**config.mk**
```make
export PLATFORM = sky130hd
export DESIGN_NAME = bounded_keyed_list_engine_unit_flat
export DESIGN_NICKNAME = d
export VERILOG_FILES = /design/src/sv/bkle_pkg.sv /design/src/sv/bkle_req_if.sv /design/src/sv/bkle_rsp_if.sv /design/src/sv/bounded_keyed_list_engine_unit.sv /design/src/sv/bkle_controller.sv /design/src/sv/bkle_datapath.sv /design/src/flat_wrapper.sv
export SDC_FILE = /design/constraint.sdc
export NUM_CORES = 2
export LEC_CHECK = 0
export ABC_CLOCK_PERIOD_IN_PS = 5770
export BUFFER_PORTS_ARGS = -buffer_cell sky130_fd_sc_hd__buf_2
export CAP_MARGIN = 25
export CELL_PAD_IN_SITES_DETAIL_PLACEMENT = 0
export CELL_PAD_IN_SITES_GLOBAL_PLACEMENT = 1
export CORE_MARGIN = 4
export CORE_UTILIZATION = 25
export CTS_CLUSTER_SIZE = 40
export DETAILED_ROUTE_END_ITERATION = 6
export PLACE_DENSITY = 0.51
export SYNTH_ARGS = -nofsm -noshare
export SYNTH_HDL_FRONTEND = slang
export SYNTH_SLANG_ARGS = --single-unit
```
**constraint.sdc**
```tcl
create_clock -name clock -period 5.77 [get_ports clock]
set_clock_uncertainty 0.1 [all_clocks]
set_input_delay 0.577 -clock clock [delete_from_list [all_inputs] [get_ports clock]]
set_output_delay 0.577 -clock clock [all_outputs]
set_load 0.02 [all_outputs]
```
**src/sv/bkle_pkg.sv**
```systemverilog
// shared types and constants for the bounded keyed list engine
package bkle_pkg;

   localparam int CAPACITY   = 16;
   localparam int KEY_BITS   = 32;
   localparam int VALUE_BITS = 32;
   localparam int POS_BITS   = 6;
   localparam int CNT_BITS   = 5;
   localparam int IDX_BITS   = $clog2(CAPACITY);

   // position code that asks an insert to append
   localparam logic [POS_BITS-1:0] POS_APPEND = '1;

   typedef enum logic [1:0] {
      ACT_INSERT = 2'd0,
      ACT_REMOVE = 2'd1,
      ACT_UPDATE = 2'd2,
      ACT_READ   = 2'd3
   } action_type;

   typedef enum logic [1:0] {
      STATUS_OK     = 2'd0,
      STATUS_FULL   = 2'd1,
      STATUS_BADPOS = 2'd2,
      STATUS_NOKEY  = 2'd3
   } status_type;

   typedef struct packed {
      logic load;
      logic exec;
   } dp_cmd_type;

endpackage

```
**src/sv/bkle_req_if.sv**
```systemverilog
// request channel interface
interface bkle_req_if;
   import bkle_pkg::*;

   logic                         valid;
   logic                         ready;
   logic        [1:0]            action;
   logic signed [POS_BITS-1:0]   position;
   logic signed [KEY_BITS-1:0]   key;
   logic signed [VALUE_BITS-1:0] value;

   modport source (output valid, action, position, key, value, input ready);
   modport sink   (input valid, action, position, key, value, output ready);
endinterface

```
**src/sv/bkle_rsp_if.sv**
```systemverilog
// response channel interface
interface bkle_rsp_if;
   import bkle_pkg::*;

   logic                         valid;
   logic                         ready;
   logic        [1:0]            status;
   logic signed [KEY_BITS-1:0]   key_out;
   logic signed [VALUE_BITS-1:0] value_out;
   logic        [CNT_BITS-1:0]   count;

   modport source (output valid, status, key_out, value_out, count, input ready);
   modport sink   (input valid, status, key_out, value_out, count, output ready);
endinterface

```
**src/sv/bounded_keyed_list_engine_unit.sv**
```systemverilog
// top level of the bounded keyed list engine
// an accepted request beat is captured, then the execute step registers its response beat as valid
// no new request is taken while the sequencer is in its execute step
// a new request is taken only with no response waiting, or at the edge the waiting one drains
// reset: synchronous, clears the entry count and the handshake state; entry storage is not cleared
module bounded_keyed_list_engine_unit (
   input  logic       clock,
   input  logic       reset,
   bkle_req_if.sink   req,
   bkle_rsp_if.source rsp
);
   import bkle_pkg::*;

   // command bundle from sequencer to datapath
   dp_cmd_type cmd;

   // sequencer: capture step then execute step, response held until taken
   bkle_controller u_controller (
      .clock     (clock),
      .reset     (reset),
      .req_valid (req.valid),
      .req_ready (req.ready),
      .rsp_valid (rsp.valid),
      .rsp_ready (rsp.ready),
      .cmd       (cmd)
   );

   // datapath: entries shift in parallel, all keys compared at once on update
   bkle_datapath u_datapath (
      .clock         (clock),
      .reset         (reset),
      .cmd           (cmd),
      .req_action    (req.action),
      .req_position  (req.position),
      .req_key       (req.key),
      .req_value     (req.value),
      .rsp_status    (rsp.status),
      .rsp_key_out   (rsp.key_out),
      .rsp_value_out (rsp.value_out),
      .rsp_count     (rsp.count)
   );

endmodule

```
**src/sv/bkle_controller.sv**
```systemverilog
// request sequencing and response handshake control
module bkle_controller (
   input  logic                clock,
   input  logic                reset,
   input  logic                req_valid,
   output logic                req_ready,
   output logic                rsp_valid,
   input  logic                rsp_ready,
   output bkle_pkg::dp_cmd_type cmd
);
   import bkle_pkg::*;

   typedef enum logic {ST_IDLE, ST_EXEC} state_type;

   state_type state_ff, state_in;
   logic      rsp_valid_ff, rsp_valid_in;

   assign req_ready = (state_ff == ST_IDLE) && (!rsp_valid_ff || rsp_ready);
   assign rsp_valid = rsp_valid_ff;
   assign cmd.load  = req_valid && req_ready;
   assign cmd.exec  = (state_ff == ST_EXEC);

   always_comb begin
      state_in     = state_ff;
      rsp_valid_in = rsp_valid_ff;
      if (rsp_valid_ff && rsp_ready) begin
         rsp_valid_in = 1'b0;
      end
      case (state_ff)
         ST_IDLE: begin
            if (cmd.load) begin
               state_in = ST_EXEC;
            end
         end
         ST_EXEC: begin
            rsp_valid_in = 1'b1;
            state_in     = ST_IDLE;
         end
         default: begin
            state_in = ST_IDLE;
         end
      endcase
   end

   always_ff @(posedge clock) begin
      if (reset) begin
         state_ff     <= ST_IDLE;
         rsp_valid_ff <= 1'b0;
      end else begin
         state_ff     <= state_in;
         rsp_valid_ff <= rsp_valid_in;
      end
   end

endmodule

```
**src/sv/bkle_datapath.sv**
```systemverilog
// entry registers, shift network, key match and result register
module bkle_datapath (
   input  logic                                  clock,
   input  logic                                  reset,
   input  bkle_pkg::dp_cmd_type                  cmd,
   input  logic        [1:0]                     req_action,
   input  logic signed [bkle_pkg::POS_BITS-1:0]  req_position,
   input  logic signed [bkle_pkg::KEY_BITS-1:0]  req_key,
   input  logic signed [bkle_pkg::VALUE_BITS-1:0] req_value,
   output logic        [1:0]                     rsp_status,
   output logic signed [bkle_pkg::KEY_BITS-1:0]  rsp_key_out,
   output logic signed [bkle_pkg::VALUE_BITS-1:0] rsp_value_out,
   output logic        [bkle_pkg::CNT_BITS-1:0]  rsp_count
);
   import bkle_pkg::*;

   // captured request
   action_type            act_ff;
   logic [POS_BITS-1:0]   pos_ff;
   logic [KEY_BITS-1:0]   key_ff;
   logic [VALUE_BITS-1:0] val_ff;

   // list storage
   logic [KEY_BITS-1:0]   keys_ff   [CAPACITY];
   logic [KEY_BITS-1:0]   keys_in   [CAPACITY];
   logic [VALUE_BITS-1:0] vals_ff   [CAPACITY];
   logic [VALUE_BITS-1:0] vals_in   [CAPACITY];
   logic [CNT_BITS-1:0]   count_ff, count_in;

   // result register
   status_type            status_ff, status_in;
   logic [KEY_BITS-1:0]   kout_ff, kout_in;
   logic [VALUE_BITS-1:0] vout_ff, vout_in;
   logic [CNT_BITS-1:0]   cout_ff;

   logic                  pos_ok;
   logic                  full;
   logic [CNT_BITS-1:0]   pos_u;
   logic [CNT_BITS-1:0]   ins_at;
   logic [CAPACITY-1:0]   match;
   logic [CAPACITY-1:0]   first_hit;
   logic [IDX_BITS-1:0]   rd_idx;

   assign pos_u     = pos_ff[CNT_BITS-1:0];
   assign pos_ok    = !pos_ff[POS_BITS-1] && (pos_u < count_ff);
   assign full      = (count_ff == CNT_BITS'(CAPACITY));
   assign ins_at    = pos_ok ? pos_u : count_ff;
   assign rd_idx    = pos_ff[IDX_BITS-1:0];
   // lowest set bit of the match vector
   assign first_hit = match & (~match + CAPACITY'(1));

   always_comb begin
      for (int i = 0; i < CAPACITY; i++) begin
         match[i] = (CNT_BITS'(i) < count_ff) && (keys_ff[i] == key_ff);
      end
   end

   always_comb begin
      keys_in   = keys_ff;
      vals_in   = vals_ff;
      count_in  = count_ff;
      status_in = STATUS_OK;
      kout_in   = '0;
      vout_in   = '0;
      case (act_ff)
         ACT_INSERT: begin
            if (full) begin
               status_in = STATUS_FULL;
            end else if (pos_ff[POS_BITS-1] && (pos_ff != POS_APPEND)) begin
               status_in = STATUS_BADPOS;
            end else begin
               // entries from the insert point up move one place higher
               for (int i = 1; i < CAPACITY; i++) begin
                  if ((CNT_BITS'(i) > ins_at) && (CNT_BITS'(i) <= count_ff)) begin
                     keys_in[i] = keys_ff[i-1];
                     vals_in[i] = vals_ff[i-1];
                  end
               end
               for (int i = 0; i < CAPACITY; i++) begin
                  if (CNT_BITS'(i) == ins_at) begin
                     keys_in[i] = key_ff;
                     vals_in[i] = val_ff;
                  end
               end
               count_in = count_ff + CNT_BITS'(1);
               kout_in  = key_ff;
               vout_in  = val_ff;
            end
         end
         ACT_REMOVE: begin
            if (!pos_ok) begin
               status_in = STATUS_BADPOS;
            end else begin
               kout_in = keys_ff[rd_idx];
               vout_in = vals_ff[rd_idx];
               // close the gap
               for (int i = 0; i < CAPACITY - 1; i++) begin
                  if ((CNT_BITS'(i) >= pos_u) && (CNT_BITS'(i + 1) < count_ff)) begin
                     keys_in[i] = keys_ff[i+1];
                     vals_in[i] = vals_ff[i+1];
                  end
               end
               count_in = count_ff - CNT_BITS'(1);
            end
         end
         ACT_UPDATE: begin
            if (|match) begin
               for (int i = 0; i < CAPACITY; i++) begin
                  if (first_hit[i]) begin
                     vals_in[i] = val_ff;
                  end
               end
               kout_in = key_ff;
               vout_in = val_ff;
            end else begin
               status_in = STATUS_NOKEY;
            end
         end
         default: begin
            if (!pos_ok) begin
               status_in = STATUS_BADPOS;
            end else begin
               kout_in = keys_ff[rd_idx];
               vout_in = vals_ff[rd_idx];
            end
         end
      endcase
   end

   always_ff @(posedge clock) begin
      if (cmd.load) begin
         act_ff <= action_type'(req_action);
         pos_ff <= req_position;
         key_ff <= req_key;
         val_ff <= req_value;
      end
      if (cmd.exec) begin
         keys_ff   <= keys_in;
         vals_ff   <= vals_in;
         status_ff <= status_in;
         kout_ff   <= kout_in;
         vout_ff   <= vout_in;
         cout_ff   <= count_in;
      end
   end

   always_ff @(posedge clock) begin
      if (reset) begin
         count_ff <= '0;
      end else if (cmd.exec) begin
         count_ff <= count_in;
      end
   end

   assign rsp_status    = status_ff;
   assign rsp_key_out   = kout_ff;
   assign rsp_value_out = vout_ff;
   assign rsp_count     = cout_ff;

endmodule

```
**src/flat_wrapper.sv**
```systemverilog
// flat-port wrapper written by rule: the top's interface ports become plain ports
module bounded_keyed_list_engine_unit_flat import bkle_pkg::*;
  (clock, reset, req_valid, req_action, req_position, req_key, req_value, req_ready, rsp_valid, rsp_status, rsp_key_out, rsp_value_out, rsp_count, rsp_ready);
  bkle_req_if req_i ();
  bkle_rsp_if rsp_i ();
  input  logic clock;
  input  logic reset;
  input wire logic [$bits(req_i.valid)-1:0] req_valid;
  input wire logic [$bits(req_i.action)-1:0] req_action;
  input wire logic [$bits(req_i.position)-1:0] req_position;
  input wire logic [$bits(req_i.key)-1:0] req_key;
  input wire logic [$bits(req_i.value)-1:0] req_value;
  output wire logic [$bits(req_i.ready)-1:0] req_ready;
  output wire logic [$bits(rsp_i.valid)-1:0] rsp_valid;
  output wire logic [$bits(rsp_i.status)-1:0] rsp_status;
  output wire logic [$bits(rsp_i.key_out)-1:0] rsp_key_out;
  output wire logic [$bits(rsp_i.value_out)-1:0] rsp_value_out;
  output wire logic [$bits(rsp_i.count)-1:0] rsp_count;
  input wire logic [$bits(rsp_i.ready)-1:0] rsp_ready;
  assign req_i.valid = req_valid;
  assign req_i.action = req_action;
  assign req_i.position = req_position;
  assign req_i.key = req_key;
  assign req_i.value = req_value;
  assign req_ready = req_i.ready;
  assign rsp_valid = rsp_i.valid;
  assign rsp_status = rsp_i.status;
  assign rsp_key_out = rsp_i.key_out;
  assign rsp_value_out = rsp_i.value_out;
  assign rsp_count = rsp_i.count;
  assign rsp_i.ready = rsp_ready;
  bounded_keyed_list_engine_unit u_core (.clock(clock), .reset(reset), .req(req_i), .rsp(rsp_i));
endmodule
```
==> results.md <==
* Status: completed
* Drt drc at 0
* Synth area leaders: edfxtp_1 48%, mux2i_1 12%, mux4_2 9.9%
* WS Path Type: reg2reg
* Max-Cap Viols at 0
* Mapped Area at between 70000 and 80000 um^2
* Yosys reg bits at around 1.2k
* Setup TNS at 0 ps
* Crit path max-delay cell type: edfxtp_1
* Top FF cell, synth: edfxtp_1
* Largest net degree at the start of global routing at 218
* Worst Hold Margin at between 300 and 400 ps
* RePlAce Congestion at roughly 0.93
* Mux contribution to synthesized area at roughly a quarter
* Setup crit start kind: flip-flop
* Slew headroom at 20.8%
* # setup viols final at 0
* Top cell type's share of synthesized area at 48.3%
* Worst path max stage delay at 1020 ps
* Avg WL per Cell at slightly above 30 um
* Period utilization at roughly 87%
* DR iter-0 viols at between 6k and 7k
* CP top delay family: simple AND/OR/NAND/NOR gates
* Pwr Density at about 270 nW/um^2
* CTS max path bufs at 4
* Fraction of registers with async set/reset at 0%
* Worst slew pin tran at approximately 1200 ps
* Worst-path cell chain: xor2_1, nor4_1, nand4_1, or3_1, nand4_1, or3_1, o21bai_1, buf_4, nor4b_2, buf_12
* Maximum vdd drop at roughly 0.21 mV
* Cell variety after synth at 68
* RSZ-0062 raised after global routing: no
* Final Cell Area at approximately 83000 um^2
* Hold violation total from the final report at 0
* Routed WL at a little over 300 mm
* Clock latency reported for the late side of the worst-skew pair at around 870 ps
* Synthesis-to-finish area growth at 14.7%
* CP required at roughly 6000 ps
* Xor and xnor area share after synthesis at about 6.2%
* Clock sinks at between 1k and 1.5k
* Drt pass-1 iters at 7
* Dpl cell area at 77600 um^2
* Largest family of logic cells by synthesized area: multiplexers
* Top Ports at between 100 and 150
* Fin nets at about 6.2k
* Sequential-to-total area share from yosys stat at about half
* Area share of and/or/nand/nor cells after synthesis at roughly 5.8%
* Highest clock rate at roughly 0.2 GHz
* Post-synth EDFFs at between 1k and 1.5k
* Most frequent cell after synthesis: edfxtp_1
* Rows at around 200
* Adder-cell area share of the yosys netlist at less than 1%
* DR vias/cell at 5.41
* CTS buffer count at 160
* Gr ovfl total at 0
* Antenna-violating nets left at 0
* Starting Density at between 20% and 30%
* Total track usage at 19.7%
* Core ar. at just under 300000 um^2
* Die height at approximately 550 um
* Synth Instances at around 6.2k
* DP HPWL at about 200 mm
* Pins Over Slew Limit at 0
* Compound-cell area share of the yosys netlist at 11.8%
* Initial antenna violation count at 17
* Number of buffer and inverter stages on the critical path at 2
* Worst hold path class: in2reg
* First-pass GRT wire length at between 400 and 500 mm
* CTS tree: yes
* CP endpoint kind: flip-flop
* Worst-path clk slew at about 50 ps
* Vias post-DR at 54.0k
* Number of global-route vias before repair at about 53k
* Buffers on Ports at about 150
* Crit path arrival time at around 5400 ps
* Syn Nets at around 6.3k
* Post-synth top cells: 1167 x edfxtp_1, 957 x o21ai_0, 893 x mux2i_1
* # H-tree levels at 4
* Fin crit period at around 5000 ps
* Average cell area after synthesis at approximately 12 um^2
* Warnings, synthesis at 0
* Die area at roughly 300000 um^2
* Layout cells sized above 1 at approximately 16%
* CTS root buffer: clkbuf_16
* Cell taking the most area after synthesis: edfxtp_1
* CP max FO at 32
* Post-layout util at between 20 and 30%
* Die width at 547 um
* LEAKAGE at about 29 nW
-- metal layers --
layer	share of wire (%)	wire length (um)	track usage (%)
met3	6.2	19000	2.79
met2	46	142000	31.3
met4	4.6	14300	8.16
met1	43	133000	27.0
met5	0	0	0
-- what timing repair did --
action                    CTS  global route
hold buffers               74             0
hold endpoints to repair   79             0
resized for setup           0             0
setup buffers               0             0
-- worst paths after layout --
| path | cells past startpoint | slack [ps] | start | end |
|---|---|---|---|---|
| worst max-delay path | 10 | 720 | u_core.u_datapath.key_ff[15] | u_core.u_datapath.vals_ff[365] |
| worst min-delay path | 2 | 330 | req_key[21] | u_core.u_datapath.key_ff[21] |
| worst max register to register | 10 | 720 | u_core.u_datapath.key_ff[15] | u_core.u_datapath.vals_ff[365] |
| worst min register to register | 2 | 430 | u_core.u_controller.rsp_valid | u_core.u_controller.rsp_valid |
-- where the power goes --
part / switching, mW / internal, mW / leakage, nW / total (mW)
sequential: 0.306 / 9.73 / 10.8 / 10.0
combinational: 1.95 / 1.07 / 15.9 / 3.02
clock: 4.13 / 5.48 / 2.33 / 9.61
total: 6.39 / 16.3 / 29.0 / 22.7
-- kinds of logic (layout without fill, tap and decap cells) --
logic type / Yosys count / in the layout
other cells: 0 / 10
compound gates: 1592 / 1592
flops: 1174 / 1174
fa+ha+maj: 13 / 13
xor+xnor: 512 / 512
simple gates: 908 / 908
buf+inv: 709 / 713
mux: 1281 / 1281
-- through the flow --
step / worst slack, ps / total power, mW / cells
6_report: 722 / 22.7 / 9984
4_1_cts: 849 / 22.9 / 9973
3_3_place_gp: 911 / 13.2 / 9627
3_5_place_dp: 897 / 13.2 / 9628
5_1_grt: 599 / 23.5 / 9975
2_1_floorplan: -607 / 11.9 / 6189
-- cell type report --
type,count,area [um^2]
well taps,3781,4730
multi-input cells,4306,34700
inverters,16,60.1
diodes,10,25.0
clock buffers,210,4230
fillers,29500,205000
flip-flops and latches,1174,35200
repair buffers,426,3620
clock inverters,61,597
-- sequential cells by signal, indices dropped and copies added (netlist names) --
name and count:
u_core.u_controller.rsp_valid 1, u_core.u_datapath.keys_ff 512, u_core.u_datapath.count_ff 5, u_core.u_datapath.rsp_status 2, u_core.u_datapath.vals_ff 512, u_core.u_controller.state_ff 1, u_core.u_datapath.rsp_value_out 32, u_core.u_datapath.rsp_key_out 32
u_core.u_datapath.val_ff 32, u_core.u_datapath.key_ff 32, u_core.u_datapath.rsp_count 5, u_core.u_datapath.pos_ff 6, u_core.u_datapath.act_ff 2
-- layout by cell type (no fill, tap or decap), types with 148 or more instances in the layout --
master	count
o21ai_0	957
xor2_1	264
buf_2	148
mux2i_1	892
a21oi_1	459
xnor2_1	248
nand2_1	548
buf_4	156
clkbuf_16	162
mux4_2	320
edfxtp_1	1167
No activity file was read; power rests on OpenSTA's default activity.
